## src/ehp_pkg.sv

```systemverilog
`default_nettype none
package ehp_pkg;

  localparam int unsigned MaxFrameBytes = 65536;

  localparam logic [15:0] TpidA  = 16'h8100;
  localparam logic [15:0] TpidB  = 16'h88A8;
  localparam logic [15:0] EtArp  = 16'h0806;
  localparam logic [15:0] EtIpv4 = 16'h0800;
  localparam logic [15:0] EtIpv6 = 16'h86DD;

  localparam int unsigned EthHdr = 14;
  localparam int unsigned TagLen = 4;
  localparam int unsigned SzArp  = 28;
  localparam int unsigned SzIpv4 = 20;
  localparam int unsigned SzIpv6 = 40;
  localparam int unsigned SzIcmp = 8;
  localparam int unsigned SzTcp  = 20;
  localparam int unsigned SzUdp  = 8;

  localparam int unsigned NumFields = 17;
  localparam logic [4:0]  LastField = 5'd16;

  localparam logic [7:0] ProtoIcmp4 = 8'd1;
  localparam logic [7:0] ProtoTcp   = 8'd6;
  localparam logic [7:0] ProtoUdp   = 8'd17;
  localparam logic [7:0] ProtoIcmp6 = 8'd58;

  localparam logic [7:0] NdpRs = 8'd133;
  localparam logic [7:0] NdpRa = 8'd134;
  localparam logic [7:0] NdpNs = 8'd135;
  localparam logic [7:0] NdpNa = 8'd136;

  localparam logic [15:0] ArpOpReq = 16'd1;
  localparam logic [15:0] ArpOpRep = 16'd2;

  function automatic logic is_tpid(input logic [15:0] t);
    return (t == TpidA) || (t == TpidB);
  endfunction

  function automatic logic [5:0] ihl_bytes(input logic [7:0] b0);
    logic [3:0] ihl;
    ihl = b0[3:0];
    if (ihl < 4'd5) ihl = 4'd5;
    return {ihl, 2'b00};
  endfunction

endpackage
`default_nettype wire

```

## src/ethernet_l2_l4_header_parser_unit.sv

```systemverilog
// Ethernet/VLAN/ARP/IPv4/IPv6/ICMP/TCP/UDP header parser.
// Input channel: one frame byte per word (data_byte_i, last_byte_i), valid/stall.
// A valid byte is taken in every cycle that in_stall_o is low; parsing finishes in that cycle.
// Accepting the last byte of a frame moves the parsed header state into a
// frame snapshot and clears the live state, so the next frame can start at once.
// Output channel: 17 metadata words per frame (field_id_o 0..16, field_value_o),
// last_word_o marks field 16. The accepted last byte sets the busy flag; the words
// are then loaded into the output register and leave it one word per cycle while the
// receiver does not stall.
// Throughput: one byte per cycle; the 17-word drain of one frame overlaps the
// bytes of the next. A last byte is held off (in_stall_o) only while the
// snapshot of the previous frame is still being drained, so frames of at least
// 18 bytes stream at one byte per cycle while the receiver does not stall.
// An out_stall_i holds the output word and the drain counter; input bytes keep
// flowing until a last byte meets a busy snapshot.
// Reset clears the live parse state, the drain counter and output valid.
`default_nettype none
module ethernet_l2_l4_header_parser_unit #(
  parameter int unsigned MAX_FRAME_BYTES = ehp_pkg::MaxFrameBytes
) (
  input  wire logic        clk_i,
  input  wire logic        rst_ni,
  input  wire logic        in_valid_i,
  output logic             in_stall_o,
  input  wire logic [7:0]  data_byte_i,
  input  wire logic        last_byte_i,
  output logic             out_valid_o,
  input  wire logic        out_stall_i,
  output logic [4:0]       field_id_o,
  output logic [63:0]      field_value_o,
  output logic             last_word_o
);

  localparam int unsigned PW = $clog2(MAX_FRAME_BYTES + 1);
  localparam int unsigned EW = $clog2(MAX_FRAME_BYTES + 5);

  logic [PW-1:0]       pos_q, pos_d;
  logic [EW-1:0]       end_q, end_d;
  logic [15:0]         et_q, et_d, tag_q, tag_d;
  logic [0:5][7:0]     dmac_q, dmac_d, smac_q, smac_d;
  logic [0:47][7:0]    l3_q, l3_d;
  logic [0:15][7:0]    l4_q, l4_d;

  logic [PW-1:0]       s_pos_q;
  logic [EW-1:0]       s_end_q;
  logic [15:0]         s_et_q, s_tag_q;
  logic [0:5][7:0]     s_dmac_q, s_smac_q;
  logic [0:47][7:0]    s_l3_q;
  logic [0:15][7:0]    s_l4_q;

  logic                busy_q;
  logic [4:0]          cnt_q;
  logic                out_valid_q, out_last_q;
  logic [4:0]          out_id_q;
  logic [63:0]         out_val_q;

  logic                in_acc, adv;
  logic [EW:0]         pos_x, end_x, l4s_x, off_x, off4_x;

  assign in_stall_o = busy_q & last_byte_i;
  assign in_acc     = in_valid_i & ~in_stall_o;
  assign adv        = ~out_valid_q | ~out_stall_i;

  assign pos_x = (EW+1)'(pos_q);
  assign end_x = (EW+1)'(end_q);
  assign off_x = pos_x - end_x;
  assign l4s_x = end_x + ((et_q == ehp_pkg::EtIpv6) ? (EW+1)'(ehp_pkg::SzIpv6)
                                                    : (EW+1)'(ehp_pkg::ihl_bytes(l3_q[0])));
  assign off4_x = pos_x - l4s_x;

  always_comb begin
    pos_d  = pos_q;
    end_d  = end_q;
    et_d   = et_q;
    tag_d  = tag_q;
    dmac_d = dmac_q;
    smac_d = smac_q;
    l3_d   = l3_q;
    l4_d   = l4_q;
    if (pos_q < PW'(MAX_FRAME_BYTES)) begin
      pos_d = pos_q + PW'(1);
      for (int k = 0; k < 6; k++) begin
        if (pos_x == (EW+1)'(k)) dmac_d[k] = data_byte_i;
        if (pos_x == (EW+1)'(k + 6)) smac_d[k] = data_byte_i;
      end
      if (pos_x + (EW+1)'(2) == end_x) begin
        et_d = {et_q[7:0], data_byte_i};
      end else if (pos_x + (EW+1)'(1) == end_x) begin
        et_d = {et_q[7:0], data_byte_i};
        if (ehp_pkg::is_tpid(et_d)) begin
          tag_d = et_d;
          end_d = end_q + EW'(ehp_pkg::TagLen);
        end
      end else if (pos_x >= end_x) begin
        for (int k = 0; k < 48; k++) begin
          if (off_x == (EW+1)'(k)) l3_d[k] = l3_q[k] | data_byte_i;
        end
        if ((et_q == ehp_pkg::EtIpv4 || et_q == ehp_pkg::EtIpv6) && pos_x >= l4s_x) begin
          for (int k = 0; k < 16; k++) begin
            if (off4_x == (EW+1)'(k)) l4_d[k] = l4_q[k] | data_byte_i;
          end
        end
      end
    end
  end

  always_ff @(posedge clk_i or negedge rst_ni) begin
    if (!rst_ni) begin
      pos_q  <= '0;
      end_q  <= EW'(ehp_pkg::EthHdr);
      et_q   <= '0;
      tag_q  <= '0;
      dmac_q <= '0;
      smac_q <= '0;
      l3_q   <= '0;
      l4_q   <= '0;
    end else if (in_acc) begin
      if (last_byte_i) begin
        pos_q  <= '0;
        end_q  <= EW'(ehp_pkg::EthHdr);
        et_q   <= '0;
        tag_q  <= '0;
        dmac_q <= '0;
        smac_q <= '0;
        l3_q   <= '0;
        l4_q   <= '0;
      end else begin
        pos_q  <= pos_d;
        end_q  <= end_d;
        et_q   <= et_d;
        tag_q  <= tag_d;
        dmac_q <= dmac_d;
        smac_q <= smac_d;
        l3_q   <= l3_d;
        l4_q   <= l4_d;
      end
    end
  end

  always_ff @(posedge clk_i) begin
    if (in_acc && last_byte_i) begin
      s_pos_q  <= pos_d;
      s_end_q  <= end_d;
      s_et_q   <= et_d;
      s_tag_q  <= tag_d;
      s_dmac_q <= dmac_d;
      s_smac_q <= smac_d;
      s_l3_q   <= l3_d;
      s_l4_q   <= l4_d;
    end
  end

  logic [EW:0]       len_x, send_x;
  logic [15:0]       et;
  logic              l2ok;
  logic [7:0]        proto;
  logic [15:0]       l3pay, tl;
  logic [5:0]        ihlb, doff;
  logic [14:0]       flags;
  logic [16:0][63:0] vv;

  assign len_x  = (EW+1)'(s_pos_q);
  assign send_x = (EW+1)'(s_end_q);
  assign ihlb   = ehp_pkg::ihl_bytes(s_l3_q[0]);
  assign tl     = {s_l3_q[2], s_l3_q[3]};
  assign doff   = {s_l4_q[12][7:4], 2'b00};

  always_comb begin
    vv    = '0;
    flags = 15'd1;
    proto = '0;
    l3pay = '0;
    if (send_x > (EW+1)'(ehp_pkg::EthHdr) && len_x < send_x + (EW+1)'(2)) begin
      et   = s_tag_q;
      l2ok = 1'b0;
    end else begin
      if (len_x >= send_x) et = s_et_q;
      else if (len_x + (EW+1)'(1) == send_x) et = {s_et_q[7:0], 8'h00};
      else et = '0;
      l2ok = ~ehp_pkg::is_tpid(et);
    end
    if (l2ok && et == ehp_pkg::EtArp && len_x >= send_x + (EW+1)'(ehp_pkg::SzArp)) begin
      if ({s_l3_q[6], s_l3_q[7]} == ehp_pkg::ArpOpReq) flags[3] = 1'b1;
      else if ({s_l3_q[6], s_l3_q[7]} == ehp_pkg::ArpOpRep) flags[4] = 1'b1;
      vv[8]  = 64'({s_l3_q[14], s_l3_q[15], s_l3_q[16], s_l3_q[17]});
      vv[10] = 64'({s_l3_q[24], s_l3_q[25], s_l3_q[26], s_l3_q[27]});
    end else if (l2ok && et == ehp_pkg::EtIpv4 &&
                 len_x >= send_x + (EW+1)'(ehp_pkg::SzIpv4)) begin
      flags[5] = 1'b1;
      flags[1] = 1'b1;
      vv[8]  = 64'({s_l3_q[12], s_l3_q[13], s_l3_q[14], s_l3_q[15]});
      vv[10] = 64'({s_l3_q[16], s_l3_q[17], s_l3_q[18], s_l3_q[19]});
      proto  = s_l3_q[9];
      l3pay  = (tl > 16'(ihlb)) ? tl - 16'(ihlb) : 16'd0;
      vv[5]  = 64'(tl);
    end else if (l2ok && et == ehp_pkg::EtIpv6 &&
                 len_x >= send_x + (EW+1)'(ehp_pkg::SzIpv6)) begin
      flags[6] = 1'b1;
      flags[1] = 1'b1;
      vv[7]  = s_l3_q[8:15];
      vv[8]  = s_l3_q[16:23];
      vv[9]  = s_l3_q[24:31];
      vv[10] = s_l3_q[32:39];
      proto  = s_l3_q[6];
      l3pay  = {s_l3_q[4], s_l3_q[5]};
      vv[5]  = 64'(l3pay);
    end
    vv[4] = 64'(proto);
    vv[6] = 64'(l3pay);
    unique case (proto)
      ehp_pkg::ProtoIcmp4: begin
        if (l3pay >= 16'(ehp_pkg::SzIcmp)) flags[7] = 1'b1;
      end
      ehp_pkg::ProtoIcmp6: begin
        if (l3pay >= 16'(ehp_pkg::SzIcmp)) begin
          flags[8] = 1'b1;
          if (s_l4_q[0] == ehp_pkg::NdpRs || s_l4_q[0] == ehp_pkg::NdpNs) flags[9] = 1'b1;
          else if (s_l4_q[0] == ehp_pkg::NdpRa || s_l4_q[0] == ehp_pkg::NdpNa)
            flags[10] = 1'b1;
        end
      end
      ehp_pkg::ProtoTcp: begin
        if (l3pay >= 16'(ehp_pkg::SzTcp)) begin
          if (et == ehp_pkg::EtIpv4) flags[11] = 1'b1;
          else flags[12] = 1'b1;
          flags[2] = 1'b1;
          vv[11] = 64'({s_l4_q[0], s_l4_q[1]});
          vv[12] = 64'({s_l4_q[2], s_l4_q[3]});
          vv[13] = 64'({s_l4_q[4], s_l4_q[5], s_l4_q[6], s_l4_q[7]});
          vv[14] = 64'({s_l4_q[8], s_l4_q[9], s_l4_q[10], s_l4_q[11]});
          vv[15] = (l3pay > 16'(doff)) ? 64'(l3pay - 16'(doff)) : 64'd0;
          vv[16] = 64'(l3pay);
        end
      end
      ehp_pkg::ProtoUdp: begin
        if (l3pay >= 16'(ehp_pkg::SzUdp)) begin
          if (et == ehp_pkg::EtIpv4) flags[13] = 1'b1;
          else flags[14] = 1'b1;
          flags[2] = 1'b1;
          vv[11] = 64'({s_l4_q[0], s_l4_q[1]});
          vv[12] = 64'({s_l4_q[2], s_l4_q[3]});
          vv[15] = 64'(l3pay - 16'(ehp_pkg::SzUdp));
          vv[16] = 64'({s_l4_q[4], s_l4_q[5]});
        end
      end
      default: ;
    endcase
    vv[0] = 64'(flags);
    vv[1] = 64'(et);
    vv[2] = 64'(s_dmac_q);
    vv[3] = 64'(s_smac_q);
  end

  always_ff @(posedge clk_i or negedge rst_ni) begin
    if (!rst_ni) begin
      busy_q      <= 1'b0;
      cnt_q       <= '0;
      out_valid_q <= 1'b0;
    end else begin
      if (adv) begin
        out_valid_q <= busy_q;
        if (busy_q) begin
          if (cnt_q == ehp_pkg::LastField) begin
            cnt_q  <= '0;
            busy_q <= 1'b0;
          end else begin
            cnt_q <= cnt_q + 5'd1;
          end
        end
      end
      if (in_acc && last_byte_i) busy_q <= 1'b1;
    end
  end

  always_ff @(posedge clk_i) begin
    if (adv && busy_q) begin
      out_id_q   <= cnt_q;
      out_val_q  <= vv[cnt_q];
      out_last_q <= (cnt_q == ehp_pkg::LastField);
    end
  end

  assign out_valid_o   = out_valid_q;
  assign field_id_o    = out_id_q;
  assign field_value_o = out_val_q;
  assign last_word_o   = out_last_q;

`ifndef SYNTHESIS
  a_no_last_busy: assert property (@(posedge clk_i) disable iff (!rst_ni)
    (in_acc && busy_q) |-> !last_byte_i) else $error("last byte taken while draining");
  a_cnt_range: assert property (@(posedge clk_i) disable iff (!rst_ni)
    cnt_q <= ehp_pkg::LastField) else $error("drain counter out of range");
  a_last_id: assert property (@(posedge clk_i) disable iff (!rst_ni)
    (out_valid_q && out_last_q) |-> (out_id_q == ehp_pkg::LastField))
    else $error("last word on wrong field");
  a_busy_start: assert property (@(posedge clk_i) disable iff (!rst_ni)
    $rose(busy_q) |-> (cnt_q == 5'd0)) else $error("drain did not start at field 0");
`endif

endmodule
`default_nettype wire

```

## config.mk

```make
export PLATFORM = sky130hd
export DESIGN_NAME = ethernet_l2_l4_header_parser_unit
export DESIGN_NICKNAME = d
export VERILOG_FILES = /design/src/ehp_pkg.sv /design/src/ethernet_l2_l4_header_parser_unit.sv
export SDC_FILE = /design/constraint.sdc
export NUM_CORES = 2
export LEC_CHECK = 0
export BUFFER_PORTS_ARGS = -buffer_cell sky130_fd_sc_hd__buf_2
export CORE_MARGIN = 2
export CORE_UTILIZATION = 29
export DETAILED_ROUTE_END_ITERATION = 7
export GPL_ROUTABILITY_DRIVEN = 1
export GPL_TIMING_DRIVEN = 0
export PLACE_DENSITY = 0.51
export SYNTH_ARGS = -nofsm -noshare
export SYNTH_HDL_FRONTEND = slang
export SYNTH_SLANG_ARGS = --single-unit
```

## constraint.sdc

```tcl
create_clock -name clk_i -period 15.9 [get_ports clk_i]
set_input_delay 0.795 -clock clk_i [delete_from_list [all_inputs] [get_ports clk_i]]
set_output_delay 0.795 -clock clk_i [all_outputs]
set_load 0.02 [all_outputs]
```

==> impl_metrics.json <==
{
  "status": "finished, violations left",
  "violations": "DRC, capacitance limit, slew limit",
  "synthSimpleGateAreaFrac_pct": 12.65,
  "final_max_slew_viol_count": 46,
  "syn_area_sq_um": 62240,
  "crit_path_start_kind": "flop",
  "firstDrtPassIters": 8,
  "rsz0062_at_grt": "no",
  "reg2reg_from": "s_end_q[3]$_DFFE_PP_",
  "synth_xor_area_share_pct": 2.533,
  "async_flop_share_pct": 47.41,
  "seq_power_share_pct": 36.3,
  "postLayoutCellArea_sq_um": 71540,
  "die_x_um": 467.3,
  "hold_viol": 0,
  "cts.sinks": 1215,
  "preCtsSetupSlack_ns": 4.360,
  "grt_antenna_before_repair": 38,
  "io_pins": 85,
  "port_buffers": 82,
  "cpMostUsedCell": "nand4_1",
  "drtIter0Drc": 6683,
  "path_buf_inv": 6,
  "reg2reg_to": "field_value_o[20]$_DFFE_PP_",
  "synth_top_family_by_area": "compound AO/OA/AOI/OAI gates",
  "reg2reg_slack_ns": 3.86,
  "synth_compound_area_share_pct": 21.45,
  "vias": 53190,
  "grt_pass1_wl_um": 429900,
  "fin_ws_ns": 3.861,
  "grt_usage_pct": 28.46,
  "numCtsBuffers": 144,
  "die_y_um": 467.3,
  "utilization_pct": 33.43,
  "max_freq_mhz": 83.06,
  "vias_per_cell": 5.819,
  "wire_per_inst_um": 34.69,
  "hpwl_um": 242800,
  "p_comb_share_pct": 32.1,
  "clk_pin_slew_ns": 0.06,
  "ys_types": 103,
  "drv_cap": 6,
  "peakVddDrop_uv": 132.3,
  "tightestPinTransition_ns": 1.591,
  "slowest_stage": "a221oi_1",
  "syn_avg_cell_area_sq_um": 10.51,
  "crit_path_max_incr_delay_ns": 1.31,
  "syn_to_final_growth_pct": 14.95,
  "ant_nets": 0,
  "place_area_sq_um": 66700,
  "crit_path_end_kind": "flop",
  "worstRegToRegCells": 31,
  "cts_buffer_depth": 3,
  "rows": 170,
  "drc": 1,
  "gr-total-overflow": 0,
  "clk_latency_ns": 0.86,
  "p_per_area_nw_per_um2": 148.5,
  "synth-adder-area-share_pct": 2.903,
  "clockRootBuffer": "clkbuf_16",
  "routabilityCongestion": 1.070,
  "syn_nets": 6074,
  "htree_levels": 4,
  "yosys_register_bits": 1215,
  "final_cells": 9142,
  "cp.depth": 31,
  "finalSetupViolations": 0,
  "ys_warn_count": 0,
  "die_area_sq_um": 218300,
  "required_ns": 16.39,
  "fillers": 21960,
  "dp.cells": 8861,
  "crit_fanout": 10,
  "fin_crit_sh_pct": 75.72,
  "wl_um": 317100,
  "power.clock.fraction_pct": 31.6,
  "slew_headroom_pct": -6.063,
  "post_cts.repair.setup_buffers": 0,
  "start_util_pct": 29.08,
  "period_needed_ns": 12.04,
  "final_nets": 6325,
  "tritoncts": "yes",
  "fin_skew_ns": 0.07539,
  "synth_edf_count": 639,
  "ys_seq_area_share_pct": 54.00,
  "hold_slack_ns": 0.01509,
  "first_global_vias": 50810,
  "holdBufCountCts": 0,
  "p_sw_mw": 4.331,
  "crit_family": "compound AO/OA/AOI/OAI gates",
  "core_sq_um": 214000,
  "grt_max_degree": 134,
  "arrival_ns": 12.53,
  "leakagePower_nw": 28.24,
  "synthMuxAreaShare_pct": 3.168,
  "synth_top_flop_cell": "edfxtp_1",
  "synth_cells": 5919,
  "cell_internal_pwr_mw": 6.293,
  "post_cts_resized": 0,
  "hold_class": "primary input to asynchronous set/reset pin",
  "crit_type": "flop to flop",
  "power.share.switching_pct": 40.77,
  "drive_above_1_share_pct": 8.822
}
layer usage:
layer  GRT usage (%)  wire length [um]  share of wire (%)
met3           5.806             26460                8.3
met5               0                74              0.023
met1           38.24            132400                 42
met4           15.60             19000                6.0
met2           42.82            139200                 44
Yosys cell counts (all sizes together) (54+ instances only):
cell type / instances / share of area [%]
mux2i: 71 / 1.1
o21ai: 584 / 4.7
a22o: 136 / 1.9
nor2: 306 / 1.8
and3: 67 / 0.67
nor3: 88 / 0.72
o21bai: 232 / 2.8
nand3: 126 / 1.0
mux2: 110 / 2.0
a21o: 220 / 2.7
nor4: 54 / 0.64
o31ai: 89 / 1.1
a221oi: 79 / 1.3
a21oi: 260 / 2.2
xnor2: 141 / 2.0
dfrtp: 573 / 23
clkbuf: 355 / 2.1
edfxtp: 639 / 31
nand4: 76 / 0.80
a22oi: 71 / 0.86
buf: 64 / 0.50
ha: 138 / 2.8
inv: 101 / 0.61
nand2: 794 / 4.8
worst max path at each step:
stage	startpoint	to
6_report	s_end_q[3]$_DFFE_PP_	field_value_o[20]$_DFFE_PP_
5_1_grt	s_end_q[3]$_DFFE_PP_	field_value_o[20]$_DFFE_PP_
4_1_cts	s_end_q[3]$_DFFE_PP_	field_value_o[20]$_DFFE_PP_
3_5_place_dp	s_end_q[3]$_DFFE_PP_	field_value_o[20]$_DFFE_PP_
3_3_place_gp	last_byte_i	s_l4_q[74]$_DFFE_PP_
2_1_floorplan	last_byte_i	doff[2]$_DFFE_PP_
stage by stage:
step,total power [mW],setup TNS (ns)
2_1_floorplan,5.515,0
3_3_place_gp,7.278,-2847.64
3_5_place_dp,7.194,0
4_1_cts,10.55,0
5_1_grt,10.87,0
6_report,10.62,0
kinds of logic (layout without fill, tap and decap cells):
family / count (synthesis) / count (layout)
flops: 1215 / 1215
xor+xnor: 180 / 180
compound gates: 1970 / 1970
simple gates: 1701 / 1701
other cells: 1 / 14
mux: 182 / 182
buf+inv: 528 / 900
fa+ha+maj: 142 / 142
worst reg2reg max path: cells and delay by family, from the launching register on:
kind / cells / cell delay (ns)
AO/OA/AOI/OAI: 9 / 4.59
buffers and inverters: 6 / 3.08
AND/OR/NAND/NOR: 12 / 2.22
adder cells (fa/ha/maj): 3 / 0.97
flip-flops: 1 / 0.64
XOR/XNOR: 1 / 0.21
layout by cell type, fill, tap and decap left out, types with 74 or more instances in the layout:
master,instances
nand2_1,793
edfxtp_1,639
o21ai_0,581
dfrtp_1,573
clkbuf_1,396
nor2_1,305
a21oi_1,247
o21bai_1,232
a21o_1,220
clkbuf_16,147
xnor2_1,141
ha_1,138
a22o_1,136
nand3_1,124
mux2_2,110
buf_2,103
inv_1,97
o31ai_1,86
nor3_1,84
nand4_1,74
power by group through the flow:
stage / clock network, mW / registers (mW) / logic [mW]
6_report: 3.36 / 3.85 / 3.41
5_1_grt: 3.52 / 3.87 / 3.49
4_1_cts: 3.41 / 3.85 / 3.30
3_5_place_dp: 0 / 3.90 / 3.29
3_3_place_gp: 0 / 4.04 / 3.24
2_1_floorplan: 0 / 3.98 / 1.53
flip-flops by register name, summed over array words and instances (netlist names), 48 cells and up:
signal / cells
l3_q: 308
s_l3_q: 308
l4_q: 100
s_l4_q: 96
field_value_o: 64
dmac_q: 48
s_dmac_q: 48
s_smac_q: 48
smac_q: 48
final cells by class:
type,instances,area [sq um],share of cell area [%]
Sequential cell,1215,33610,46.97
Multi-Input combinational cell,4176,26610,37.19
Clock buffer,210,4045,5.654
Tap cell,2838,3551,4.963
Buffer,419,1659,2.319
Timing Repair Buffer,105,890.9,1.245
Clock inverter,57,732.0,1.023
Inverter,109,416.7,0.5824
Antenna cell,13,32.53,0.04547
Power figures use the tool's default switching activity.
